$ cat src/sv/deq_pkg.sv
// Shared constants, types and helper functions for the double-ended queue.
`timescale 1ns / 1ps

package deq_pkg;

   localparam int DEPTH       = 16;
   localparam int DATA_WIDTH  = 32;
   localparam int IDX_W       = $clog2(DEPTH);
   localparam int OCC_W       = $clog2(DEPTH + 1);
   localparam int CMD_W       = 3;
   localparam int WORD_W      = 32;
   localparam int STATUS_W    = 2;
   localparam int REQ_TDATA_W = 40;
   localparam int RSP_TDATA_W = 40;

   typedef enum logic [CMD_W-1:0] {
      CMD_PUSH_FRONT = 3'd0,
      CMD_PUSH_BACK  = 3'd1,
      CMD_POP_FRONT  = 3'd2,
      CMD_POP_BACK   = 3'd3,
      CMD_LIST       = 3'd4
   } cmd_type;

   typedef enum logic [STATUS_W-1:0] {
      STATUS_OK    = 2'd0,
      STATUS_EMPTY = 2'd1,
      STATUS_FULL  = 2'd2
   } status_type;

   typedef enum logic [2:0] {
      ST_IDLE = 3'b001,
      ST_ADDR = 3'b010,
      ST_DATA = 3'b100
   } state_type;

   typedef struct packed {
      logic [IDX_W-1:0] base;
      logic [OCC_W-1:0] offset;
   } ptr_req_type;

   typedef struct packed {
      logic              load;
      logic [WORD_W-1:0] data;
      status_type        status;
      logic              last;
   } rsp_load_type;

   function automatic logic [DATA_WIDTH-1:0] store_word(input logic [WORD_W-1:0] din);
      logic [63:0] wide;
      wide = 64'(din);
      return wide[DATA_WIDTH-1:0];
   endfunction

   function automatic logic [WORD_W-1:0] out_word(input logic [DATA_WIDTH-1:0] w);
      logic [63:0] wide;
      wide = 64'(w);
      return wide[WORD_W-1:0];
   endfunction

endpackage

$ cat src/sv/deq_ram.sv
// Generic single-port-write, single-port-read RAM with a registered read.
`timescale 1ns / 1ps

module deq_ram #(
   parameter int WIDTH = 32,
   parameter int DEPTH = 16
) (
   input  logic                     clock,
   input  logic                     wr_en,
   input  logic [$clog2(DEPTH)-1:0] wr_addr,
   input  logic [WIDTH-1:0]         wr_data,
   input  logic                     rd_en,
   input  logic [$clog2(DEPTH)-1:0] rd_addr,
   output logic [WIDTH-1:0]         rd_data
);

   logic [WIDTH-1:0] mem_ff [DEPTH];
   logic [WIDTH-1:0] rd_data_ff;

   always_ff @(posedge clock) begin
      if (wr_en) begin
         mem_ff[wr_addr] <= wr_data;
      end
      if (rd_en) begin
         rd_data_ff <= mem_ff[rd_addr];
      end
   end

   assign rd_data = rd_data_ff;

endmodule

$ cat src/sv/deq_ptr.sv
// Shared ring index unit: adds an offset to a base position modulo the queue depth.
`timescale 1ns / 1ps

module deq_ptr (
   input  deq_pkg::ptr_req_type       req,
   output logic [deq_pkg::IDX_W-1:0]  pos
);

   localparam int SUM_W = deq_pkg::OCC_W + 1;

   logic [SUM_W-1:0] sum;
   logic [SUM_W-1:0] wrapped;

   always_comb begin
      sum = SUM_W'(req.base) + SUM_W'(req.offset);
      if (sum >= SUM_W'(deq_pkg::DEPTH)) begin
         wrapped = sum - SUM_W'(deq_pkg::DEPTH);
      end else begin
         wrapped = sum;
      end
   end

   assign pos = wrapped[deq_pkg::IDX_W-1:0];

endmodule

$ cat src/sv/deq_seq.sv
// Command sequencer: holds the head and fill count and steps each command through the index unit.
`timescale 1ns / 1ps

module deq_seq (
   input  logic                             clock,
   input  logic                             reset,
   input  logic                             req_valid,
   input  logic [deq_pkg::CMD_W-1:0]        req_cmd,
   input  logic [deq_pkg::WORD_W-1:0]       req_data,
   output logic                             req_ready,
   input  logic                             out_free,
   output deq_pkg::ptr_req_type             ptr_req,
   input  logic [deq_pkg::IDX_W-1:0]        ptr_pos,
   output logic                             ram_wr_en,
   output logic [deq_pkg::IDX_W-1:0]        ram_wr_addr,
   output logic [deq_pkg::DATA_WIDTH-1:0]   ram_wr_data,
   output logic                             ram_rd_en,
   output logic [deq_pkg::IDX_W-1:0]        ram_rd_addr,
   input  logic [deq_pkg::DATA_WIDTH-1:0]   ram_rd_data,
   output deq_pkg::rsp_load_type            rsp_load
);

   localparam int IDX_W = deq_pkg::IDX_W;
   localparam int OCC_W = deq_pkg::OCC_W;

   deq_pkg::state_type               state_ff, state_in;
   logic [deq_pkg::CMD_W-1:0]        cmd_ff, cmd_in;
   logic [deq_pkg::DATA_WIDTH-1:0]   data_ff, data_in;
   logic [IDX_W-1:0]                 head_ff, head_in;
   logic [OCC_W-1:0]                 occ_ff, occ_in;
   logic [IDX_W-1:0]                 cnt_ff, cnt_in;
   logic                             is_full;
   logic                             is_empty;
   logic                             list_last;

   assign is_full   = (occ_ff == OCC_W'(deq_pkg::DEPTH));
   assign is_empty  = (occ_ff == '0);
   assign list_last = ((OCC_W'(cnt_ff) + OCC_W'(1)) == occ_ff);
   assign req_ready = (state_ff == deq_pkg::ST_IDLE);

   always_comb begin
      state_in        = state_ff;
      cmd_in          = cmd_ff;
      data_in         = data_ff;
      head_in         = head_ff;
      occ_in          = occ_ff;
      cnt_in          = cnt_ff;
      ptr_req.base    = head_ff;
      ptr_req.offset  = '0;
      ram_wr_en       = 1'b0;
      ram_wr_addr     = ptr_pos;
      ram_wr_data     = data_ff;
      ram_rd_en       = 1'b0;
      ram_rd_addr     = ptr_pos;
      rsp_load.load   = 1'b0;
      rsp_load.data   = '0;
      rsp_load.status = deq_pkg::STATUS_OK;
      rsp_load.last   = 1'b1;

      unique case (state_ff)
         deq_pkg::ST_IDLE: begin
            if (req_valid) begin
               cmd_in  = req_cmd;
               data_in = deq_pkg::store_word(req_data);
               cnt_in  = '0;
               if (req_cmd <= deq_pkg::CMD_LIST) begin
                  state_in = deq_pkg::ST_ADDR;
               end
            end
         end
         deq_pkg::ST_ADDR: begin
            unique case (deq_pkg::cmd_type'(cmd_ff))
               deq_pkg::CMD_PUSH_FRONT, deq_pkg::CMD_PUSH_BACK: begin
                  if (cmd_ff == deq_pkg::CMD_PUSH_FRONT) begin
                     ptr_req.offset = OCC_W'(deq_pkg::DEPTH - 1);
                  end else begin
                     ptr_req.offset = occ_ff;
                  end
                  if (out_free) begin
                     rsp_load.load = 1'b1;
                     state_in      = deq_pkg::ST_IDLE;
                     if (is_full) begin
                        rsp_load.status = deq_pkg::STATUS_FULL;
                     end else begin
                        ram_wr_en = 1'b1;
                        occ_in    = occ_ff + OCC_W'(1);
                        if (cmd_ff == deq_pkg::CMD_PUSH_FRONT) begin
                           head_in = ptr_pos;
                        end
                     end
                  end
               end
               deq_pkg::CMD_POP_FRONT, deq_pkg::CMD_POP_BACK: begin
                  if (cmd_ff == deq_pkg::CMD_POP_FRONT) begin
                     ptr_req.offset = OCC_W'(1);
                  end else begin
                     ptr_req.offset = occ_ff - OCC_W'(1);
                  end
                  if (is_empty) begin
                     if (out_free) begin
                        rsp_load.load   = 1'b1;
                        rsp_load.status = deq_pkg::STATUS_EMPTY;
                        state_in        = deq_pkg::ST_IDLE;
                     end
                  end else begin
                     ram_rd_en = 1'b1;
                     occ_in    = occ_ff - OCC_W'(1);
                     state_in  = deq_pkg::ST_DATA;
                     if (cmd_ff == deq_pkg::CMD_POP_FRONT) begin
                        ram_rd_addr = head_ff;
                        head_in     = ptr_pos;
                     end
                  end
               end
               deq_pkg::CMD_LIST: begin
                  ptr_req.offset = OCC_W'(cnt_ff);
                  if (is_empty) begin
                     if (out_free) begin
                        rsp_load.load   = 1'b1;
                        rsp_load.status = deq_pkg::STATUS_EMPTY;
                        state_in        = deq_pkg::ST_IDLE;
                     end
                  end else begin
                     ram_rd_en = 1'b1;
                     state_in  = deq_pkg::ST_DATA;
                  end
               end
               default: begin
                  state_in = deq_pkg::ST_IDLE;
               end
            endcase
         end
         deq_pkg::ST_DATA: begin
            if (out_free) begin
               rsp_load.load = 1'b1;
               rsp_load.data = deq_pkg::out_word(ram_rd_data);
               if (cmd_ff == deq_pkg::CMD_LIST) begin
                  rsp_load.last = list_last;
                  if (list_last) begin
                     state_in = deq_pkg::ST_IDLE;
                  end else begin
                     cnt_in   = cnt_ff + IDX_W'(1);
                     state_in = deq_pkg::ST_ADDR;
                  end
               end else begin
                  state_in = deq_pkg::ST_IDLE;
               end
            end
         end
         default: begin
            state_in = deq_pkg::ST_IDLE;
         end
      endcase
   end

   always_ff @(posedge clock) begin
      if (reset) begin
         state_ff <= deq_pkg::ST_IDLE;
         head_ff  <= '0;
         occ_ff   <= '0;
      end else begin
         state_ff <= state_in;
         head_ff  <= head_in;
         occ_ff   <= occ_in;
      end
   end

   always_ff @(posedge clock) begin
      cmd_ff  <= cmd_in;
      data_ff <= data_in;
      cnt_ff  <= cnt_in;
   end

endmodule

$ cat src/sv/double_ended_queue.sv
// Top level of the bounded double-ended queue: sequencer, index unit, entry RAM and result register.
//
//   Channel  Direction  Beat contents
//   req      in         tdata: command [2:0], data_in [34:3]
//   rsp      out        tdata: data_out [31:0], status [33:32]; tlast: last
//
// An insert writes its entry and loads its result in the address state. A removal reads in the
// address state and returns the word from the data state, or ends there when the queue is empty;
// a list repeats both states per stored word. Back removals and list reads address the registered
// RAM read port through the shared index adder, front removals at the head. Reset clears the head
// position and fill count, not the entries. A stalled result holds its loading state until freed.
`timescale 1ns / 1ps

module double_ended_queue (
   input  logic                              clock,
   input  logic                              reset,
   input  logic                              req_tvalid,
   output logic                              req_tready,
   // Fields from bit 0: command (3), data_in (32), zero fill.
   input  logic [deq_pkg::REQ_TDATA_W-1:0]   req_tdata,
   output logic                              rsp_tvalid,
   input  logic                              rsp_tready,
   // Fields from bit 0: data_out (32), status (2), zero fill.
   output logic [deq_pkg::RSP_TDATA_W-1:0]   rsp_tdata,
   output logic                              rsp_tlast
);

   localparam int PAD_W = deq_pkg::RSP_TDATA_W - deq_pkg::WORD_W - deq_pkg::STATUS_W;

   deq_pkg::ptr_req_type                ptr_req;
   deq_pkg::rsp_load_type               rsp_load;
   logic [deq_pkg::IDX_W-1:0]           ptr_pos;
   logic                                ram_wr_en;
   logic [deq_pkg::IDX_W-1:0]           ram_wr_addr;
   logic [deq_pkg::DATA_WIDTH-1:0]      ram_wr_data;
   logic                                ram_rd_en;
   logic [deq_pkg::IDX_W-1:0]           ram_rd_addr;
   logic [deq_pkg::DATA_WIDTH-1:0]      ram_rd_data;
   logic                                out_free;

   logic                                rsp_valid_ff, rsp_valid_in;
   logic [deq_pkg::WORD_W-1:0]          rsp_data_ff, rsp_data_in;
   deq_pkg::status_type                 rsp_status_ff, rsp_status_in;
   logic                                rsp_last_ff, rsp_last_in;

   assign out_free = !rsp_valid_ff || rsp_tready;

   deq_seq u_seq (
      .clock       (clock),
      .reset       (reset),
      .req_valid   (req_tvalid),
      .req_cmd     (req_tdata[deq_pkg::CMD_W-1:0]),
      .req_data    (req_tdata[deq_pkg::CMD_W +: deq_pkg::WORD_W]),
      .req_ready   (req_tready),
      .out_free    (out_free),
      .ptr_req     (ptr_req),
      .ptr_pos     (ptr_pos),
      .ram_wr_en   (ram_wr_en),
      .ram_wr_addr (ram_wr_addr),
      .ram_wr_data (ram_wr_data),
      .ram_rd_en   (ram_rd_en),
      .ram_rd_addr (ram_rd_addr),
      .ram_rd_data (ram_rd_data),
      .rsp_load    (rsp_load)
   );

   deq_ptr u_ptr (
      .req (ptr_req),
      .pos (ptr_pos)
   );

   deq_ram #(
      .WIDTH (deq_pkg::DATA_WIDTH),
      .DEPTH (deq_pkg::DEPTH)
   ) u_ram (
      .clock   (clock),
      .wr_en   (ram_wr_en),
      .wr_addr (ram_wr_addr),
      .wr_data (ram_wr_data),
      .rd_en   (ram_rd_en),
      .rd_addr (ram_rd_addr),
      .rd_data (ram_rd_data)
   );

   always_comb begin
      rsp_valid_in  = rsp_valid_ff && !rsp_tready;
      rsp_data_in   = rsp_data_ff;
      rsp_status_in = rsp_status_ff;
      rsp_last_in   = rsp_last_ff;
      if (rsp_load.load) begin
         rsp_valid_in  = 1'b1;
         rsp_data_in   = rsp_load.data;
         rsp_status_in = rsp_load.status;
         rsp_last_in   = rsp_load.last;
      end
   end

   always_ff @(posedge clock) begin
      if (reset) begin
         rsp_valid_ff <= 1'b0;
      end else begin
         rsp_valid_ff <= rsp_valid_in;
      end
   end

   always_ff @(posedge clock) begin
      rsp_data_ff   <= rsp_data_in;
      rsp_status_ff <= rsp_status_in;
      rsp_last_ff   <= rsp_last_in;
   end

   assign rsp_tvalid = rsp_valid_ff;
   assign rsp_tdata  = {{PAD_W{1'b0}}, rsp_status_ff, rsp_data_ff};
   assign rsp_tlast  = rsp_last_ff;

endmodule
$ cat config.mk
export PLATFORM = sky130hd
export DESIGN_NAME = double_ended_queue
export DESIGN_NICKNAME = d
export VERILOG_FILES = /design/src/sv/deq_pkg.sv /design/src/sv/deq_ram.sv /design/src/sv/deq_ptr.sv /design/src/sv/deq_seq.sv /design/src/sv/double_ended_queue.sv
export SDC_FILE = /design/constraint.sdc
export NUM_CORES = 1
export LEC_CHECK = 0
export BUFFER_PORTS_ARGS = -buffer_cell sky130_fd_sc_hd__buf_2
export CAP_MARGIN = 20
export CORE_ASPECT_RATIO = 2
export CORE_MARGIN = 3
export CORE_UTILIZATION = 65
export DETAILED_ROUTE_END_ITERATION = 8
export GPL_TIMING_DRIVEN = 0
export PLACE_DENSITY_LB_ADDON = 0.12
export SYNTH_ARGS = -nofsm -noshare
export SYNTH_HDL_FRONTEND = slang
export SYNTH_HIERARCHICAL = 1
export SYNTH_SLANG_ARGS = --single-unit
$ cat constraint.sdc
create_clock -name clock -period 14.1 [get_ports clock]
set_input_delay 1.41 -clock clock [delete_from_list [all_inputs] [get_ports clock]]
set_output_delay 1.41 -clock clock [all_outputs]
set_load 0.02 [all_outputs]
-- After elaboration in Yosys (flattened, before gate mapping)
Memory sizes are Yosys's and may differ from the RTL's. A register that Yosys moved wholly into a read port is not among the register bits.
Cells that the tools add are included.
- register bits: 87
- bits in latches: 0
- memory bits (writable): 512
- bits in read-only memories: 0
- bits of input ports: 44
- output and inout bits: 43
- word-level logic and storage cells: 109
- memories kept: 1
- add/subtract/negate cells: 6
- multiply operators: 0
- divide/modulo/power cells: 0
- $lt $le $gt $ge: 2
- equal/unequal tests: 19
- shift-type cells: 0
- muxes and demuxes: 53
- bitwise logic cells: 0
- reductions and logical operators: 18
- memories (memory ; depth ; width ; rd ports ; clocked after Yosys merged registers in ; write ports ; line ; RTL):
    u_ram.mem_ff ; 16 ; 32 ; 1 ; 1 ; 1 ; deq_ram.sv:17 ; logic [WIDTH-1:0] mem_ff [DEPTH];
- operators by type and width (kind ; number):
    $mux 4 ; 14
    $mux 33 ; 1
    $mux 5 ; 6
    $mux 3 ; 6
    $pmux 4 s2 ; 2
    $pmux 5 s3 ; 1
    $mux 1 ; 13
    $ne 2x2->1 const B ; 6
    $pmux 5 s2 ; 1
    $reduce_and 5->1 ; 2
    $eq 3x2->1 const B ; 3
    $pmux 3 s3 ; 1
    $mux 2 ; 4
    $ne 2x1->1 const B ; 4
    $reduce_and 7->1 ; 1
    $add 4x5->6 ; 1
    $eq 3x1->1 const B ; 2
    $eq 3x3->1 const B ; 2
    $ge 6x5->1 const B ; 1
    $pmux 3 s2 ; 1
    $reduce_and 3->1 ; 2
    $add 4x1->5 const B ; 1
    $add 5x1->5 const B ; 1
    $eq 5x5->1 ; 1
    other kinds (16) ; 21

-- Logic depth before layout (Yosys ltp)
- word-level depth: 11
- mapped depth: 16
- mapped depth without buffers: 13

-- Hierarchy
The synthesis kept the hierarchy.
- modules (own cells, without submodules) (module ; instances ; cells each ; area each (µm²) ; sequential area each (µm²)):
    deq_ram ; 1 ; 838 ; 20155.6 ; 16335.7
    deq_seq ; 1 ; 236 ; 2627.5 ; 1411.4
    double_ended_queue ; 1 ; 46 ; 1146.1 ; 1071.0
    deq_ptr ; 1 ; 9 ; 100.1 ; 0.0

-- Worst setup path after synthesis
OpenSTA, ideal clock, no wires.
- path type: input to register
- start point: input port rsp_tready
- end point: memory u_ram.mem_ff[0][0], enable pin
- setup time: 0.461 ns
- data arrival time: 5.032 ns
- path slack: 8.607 ns
- stages: 6
- path through: nand2b_4 -> clkbuf_1 -> and3b_2 -> a21boi_0 -> or3b_2 -> nor3_1
- cells in the longest elaborated chain, start to end: 6
- ends and longest elaborated chain (element ; line ; RTL):
    from (decl) ; double_ended_queue.sv:22 ; input logic rsp_tready,
    $logic_or 1x1->1 ; double_ended_queue.sv:46 ; assign out_free = !rsp_valid_ff || rsp_tready;
    $mux 1 ; deq_seq.sv:79 ; if (out_free) begin
    $mux 1 ; deq_seq.sv:72 ; unique case (deq_pkg::cmd_type'(cmd_ff))
    $mux 1 ; deq_seq.sv:60 ; unique case (state_ff)
    net ram_wr_en ; double_ended_queue.sv:33 ; logic ram_wr_en;
    $mux 1 ; deq_ram.sv:21 ; if (wr_en) begin
    $mux 1 (not written as such) ; deq_ram.sv:22 ; mem_ff[wr_addr] <= wr_data;
    to (decl) ; deq_ram.sv:17 ;
The timed path passes the listed nets, and every way through them passes these cells.

-- Worst setup path after layout
- start point: input port rsp_tready
- end point: memory u_ram.mem_ff[8][8], enable pin
- cells in the longest elaborated chain, start to end: 6
- ends and longest elaborated chain (element ; line ; RTL):
    $logic_or 1x1->1 ; double_ended_queue.sv:46 ;
    net out_free ; double_ended_queue.sv:39 ; logic out_free;
    $mux 1 ; deq_seq.sv:79 ;
    $mux 1 ; deq_seq.sv:72 ;
    $mux 1 ; deq_seq.sv:60 ;
    net ram_wr_en ; double_ended_queue.sv:33 ;
    $mux 1 ; deq_ram.sv:21 ;
    $mux 1 (not written as such) ; deq_ram.sv:22 ;
The timed path passes the listed nets, and every way through them passes these cells.

==> results.yml <==
finish:
  instances_no_fill: 1783
  final_nets: 1340
  post-route-util_pct: 74.88
  drive_gt1_share_pct: 28.29
  antenna-diode-count: 0
  area_growth_pct: 13.58
sta:
  setup_tns_ns: 0
  min_period_over_period_pct: 33.28
  slew_headroom_pct: 30.41
  tightest_slew_ns: 1.038
  fmax_mhz: 213.1
  rsz0062_at_grt: "no"
  final.setup_skew_ns: 0.02050
  timing.final.ws_setup_ns: 9.407
  setup-violations-final: 0
  period_minus_slack_ns: 4.693
  drv_slew: 0
  hold_viol: 0
clocking:
  post_cts_buffers: 0
  htreeDepth: 2
  cts_hold_buf: 0
  numCtsBuffers: 51
  cts_tree: "yes"
  post_cts_resized: 0
  clk_pin_slew_ns: 0.06
  insertion_delay_ns: 0.59
  cts.sinks: 631
  cts_root_buffer: "clkbuf_16"
  clockBufferDepth: 3
placed_design:
  gp_congestion: 0.8440
  dpl.cell_count: 1690
  pre_cts_slack_ns: 8.873
  dpl.hpwl_mm: 32.94
  numPortBuffers: 75
worst_setup_path:
  worstSetupEndpointType: "flip-flop"
  reg2reg_slack_ns: 9.59
  crit_required_ns: 14.37
  r2r-start: "u_seq/occ_ff[0]"
  crit_start: "rsp_tready"
  worstPathArrival_ns: 4.96
  critPathKind: "in2reg"
  startpoint_type: "primary input"
  critPathMaxFanout: 10
power:
  power_frac_clock_pct: 40.1
  switching_share_pct: 18.75
  p_leak_nw: 8.915
  cellInternalPower_mw: 2.885
  seqPwrFrac_pct: 59.0
  power_frac_comb_pct: 0.9
  powerDensity_mw_per_mm2: 130.2
  peakVddDrop_mv: 0.1410
  p_switching_uw: 665.7
yosys:
  syn_area_per_cell_sq_um: 21.32
  synth_area_sq_mm: 0.02401
  syn_inst: 1126
  synth_warnings: 6
global_route:
  overflow: 0
  antenna_found_initial: 0
  grt_pass1_wl_mm: 77.60
  grt_max_degree: 29
  grt_pass1_vias: 12310
  track_usage_pct: 27.23
route:
  routed_wl_mm: 52.07
  drt_iter0_markers: 1235
  highest_layer: "met4"
  vias: 11850
  wl_met2_mm: 28.59
  drt.antenna.violating_nets: 0
  drt_pass1_iterations: 5
  wl_per_cell_um: 29.20
  viasPerCell: 6.644
  wl_met1_mm: 17.76
  drc_errors: 0
  wl_met3_mm: 3.508
floorplanning:
  die_w_um: 141.9
  rows: 99
  die_h_um: 277.8
  initial_utilization_pct: 65.93
  core_area_sq_mm: 0.03642
  io_pins: 87
  die-area_sq_mm: 0.03942
run:
  cap_violations: 0
status:
  status: "complete, no violations"
min_path:
  hp-start: "rsp_tvalid"
  hp-class: "reg2reg"
==> cell usage in the layout (no fill, tap or decap), drive strengths merged, types with 5 or more instances in the layout <==
| cell | instances |
|---|---|
| mux4 | 128 |
| inv | 7 |
| buf | 147 |
| o21ai | 7 |
| nand4 | 5 |
| dfxtp | 13 |
| a22oi | 64 |
| nor2 | 42 |
| a21oi | 12 |
| nor3 | 5 |
| clkbuf | 94 |
| nand2b | 7 |
| nand2 | 39 |
| and3 | 37 |
| mux2i | 5 |
| conb | 6 |
| clkinv | 15 |
| bufinv | 6 |
| ha | 6 |
| xnor2 | 11 |
| edfxtp | 618 |
==> registers in the layout (all words and copies together), names as in the netlist <==
register	count
rsp_data_ff	32
rsp_status_ff	2
rsp_tlast	1
rsp_tvalid	1
u_ram/mem_ff	512
u_ram/rd_data	32
u_seq/cmd_ff	3
u_seq/cnt_ff	4
u_seq/head_ff	4
u_seq/occ_ff	5
u_seq/ram_wr_data	32
u_seq/state_ff	3
==> through the flow <==
step	cell area, sq um	power (mW)	hold WS (ns)
after global placement	24970	2.165	0.5159
after floorplan	24030	2.145	0.4831
final	27270	3.551	0.5333
after CTS	27270	3.570	0.5344
after detailed placement	25590	2.169	0.5240
after global routing	27270	3.650	0.5513
==> worst max-delay path, stage by stage <==
cell and delay [ns]:
buf_2 0.08, nand2b_4 0.14, clkbuf_1 0.49, and3b_2 0.31, a21boi_0 0.61, nand3b_1 0.45
nor3_2 0.77, buf_6 0.28, buf_6 0.20, buf_6 0.20
==> power groups by stage <==
stage          Clock, mW  Sequential (mW)  Combinational [mW]
2_1_floorplan          0             2.13              0.0200
3_3_place_gp           0             2.13              0.0313
3_5_place_dp           0             2.14              0.0336
4_1_cts             1.44             2.10              0.0337
5_1_grt             1.52             2.10              0.0364
6_report            1.42             2.09              0.0337
==> final timing paths <==
| kind | endpoint | depth (start not counted) |
|---|---|---|
| setup / recovery | u_ram/mem_ff[8][8] | 10 |
| hold / removal | rsp_tvalid | 2 |
| setup reg to reg | u_ram/mem_ff[8][8] | 14 |
| hold reg to reg | rsp_tvalid | 2 |
==> metal layers <==
metal,up-vias,track usage (%)
met1,6139,33.90
met3,144,3.812
li1,4961,-
met4,0,11.45
met2,602,47.94
met5,-,0
==> final cells by class <==
cell class | instances | area (sq um)
Buffer | 69 | 359.1
Multi-Input combinational cell | 426 | 4946
Sequential cell | 631 | 18820
Inverter | 5 | 18.77
Fill cell | 2071 | 9148
Tap cell | 454 | 568.0
Clock buffer | 67 | 1379
Timing Repair Buffer | 105 | 882.1
Clock inverter | 26 | 299.0
(Power assumes the default switching activity.)
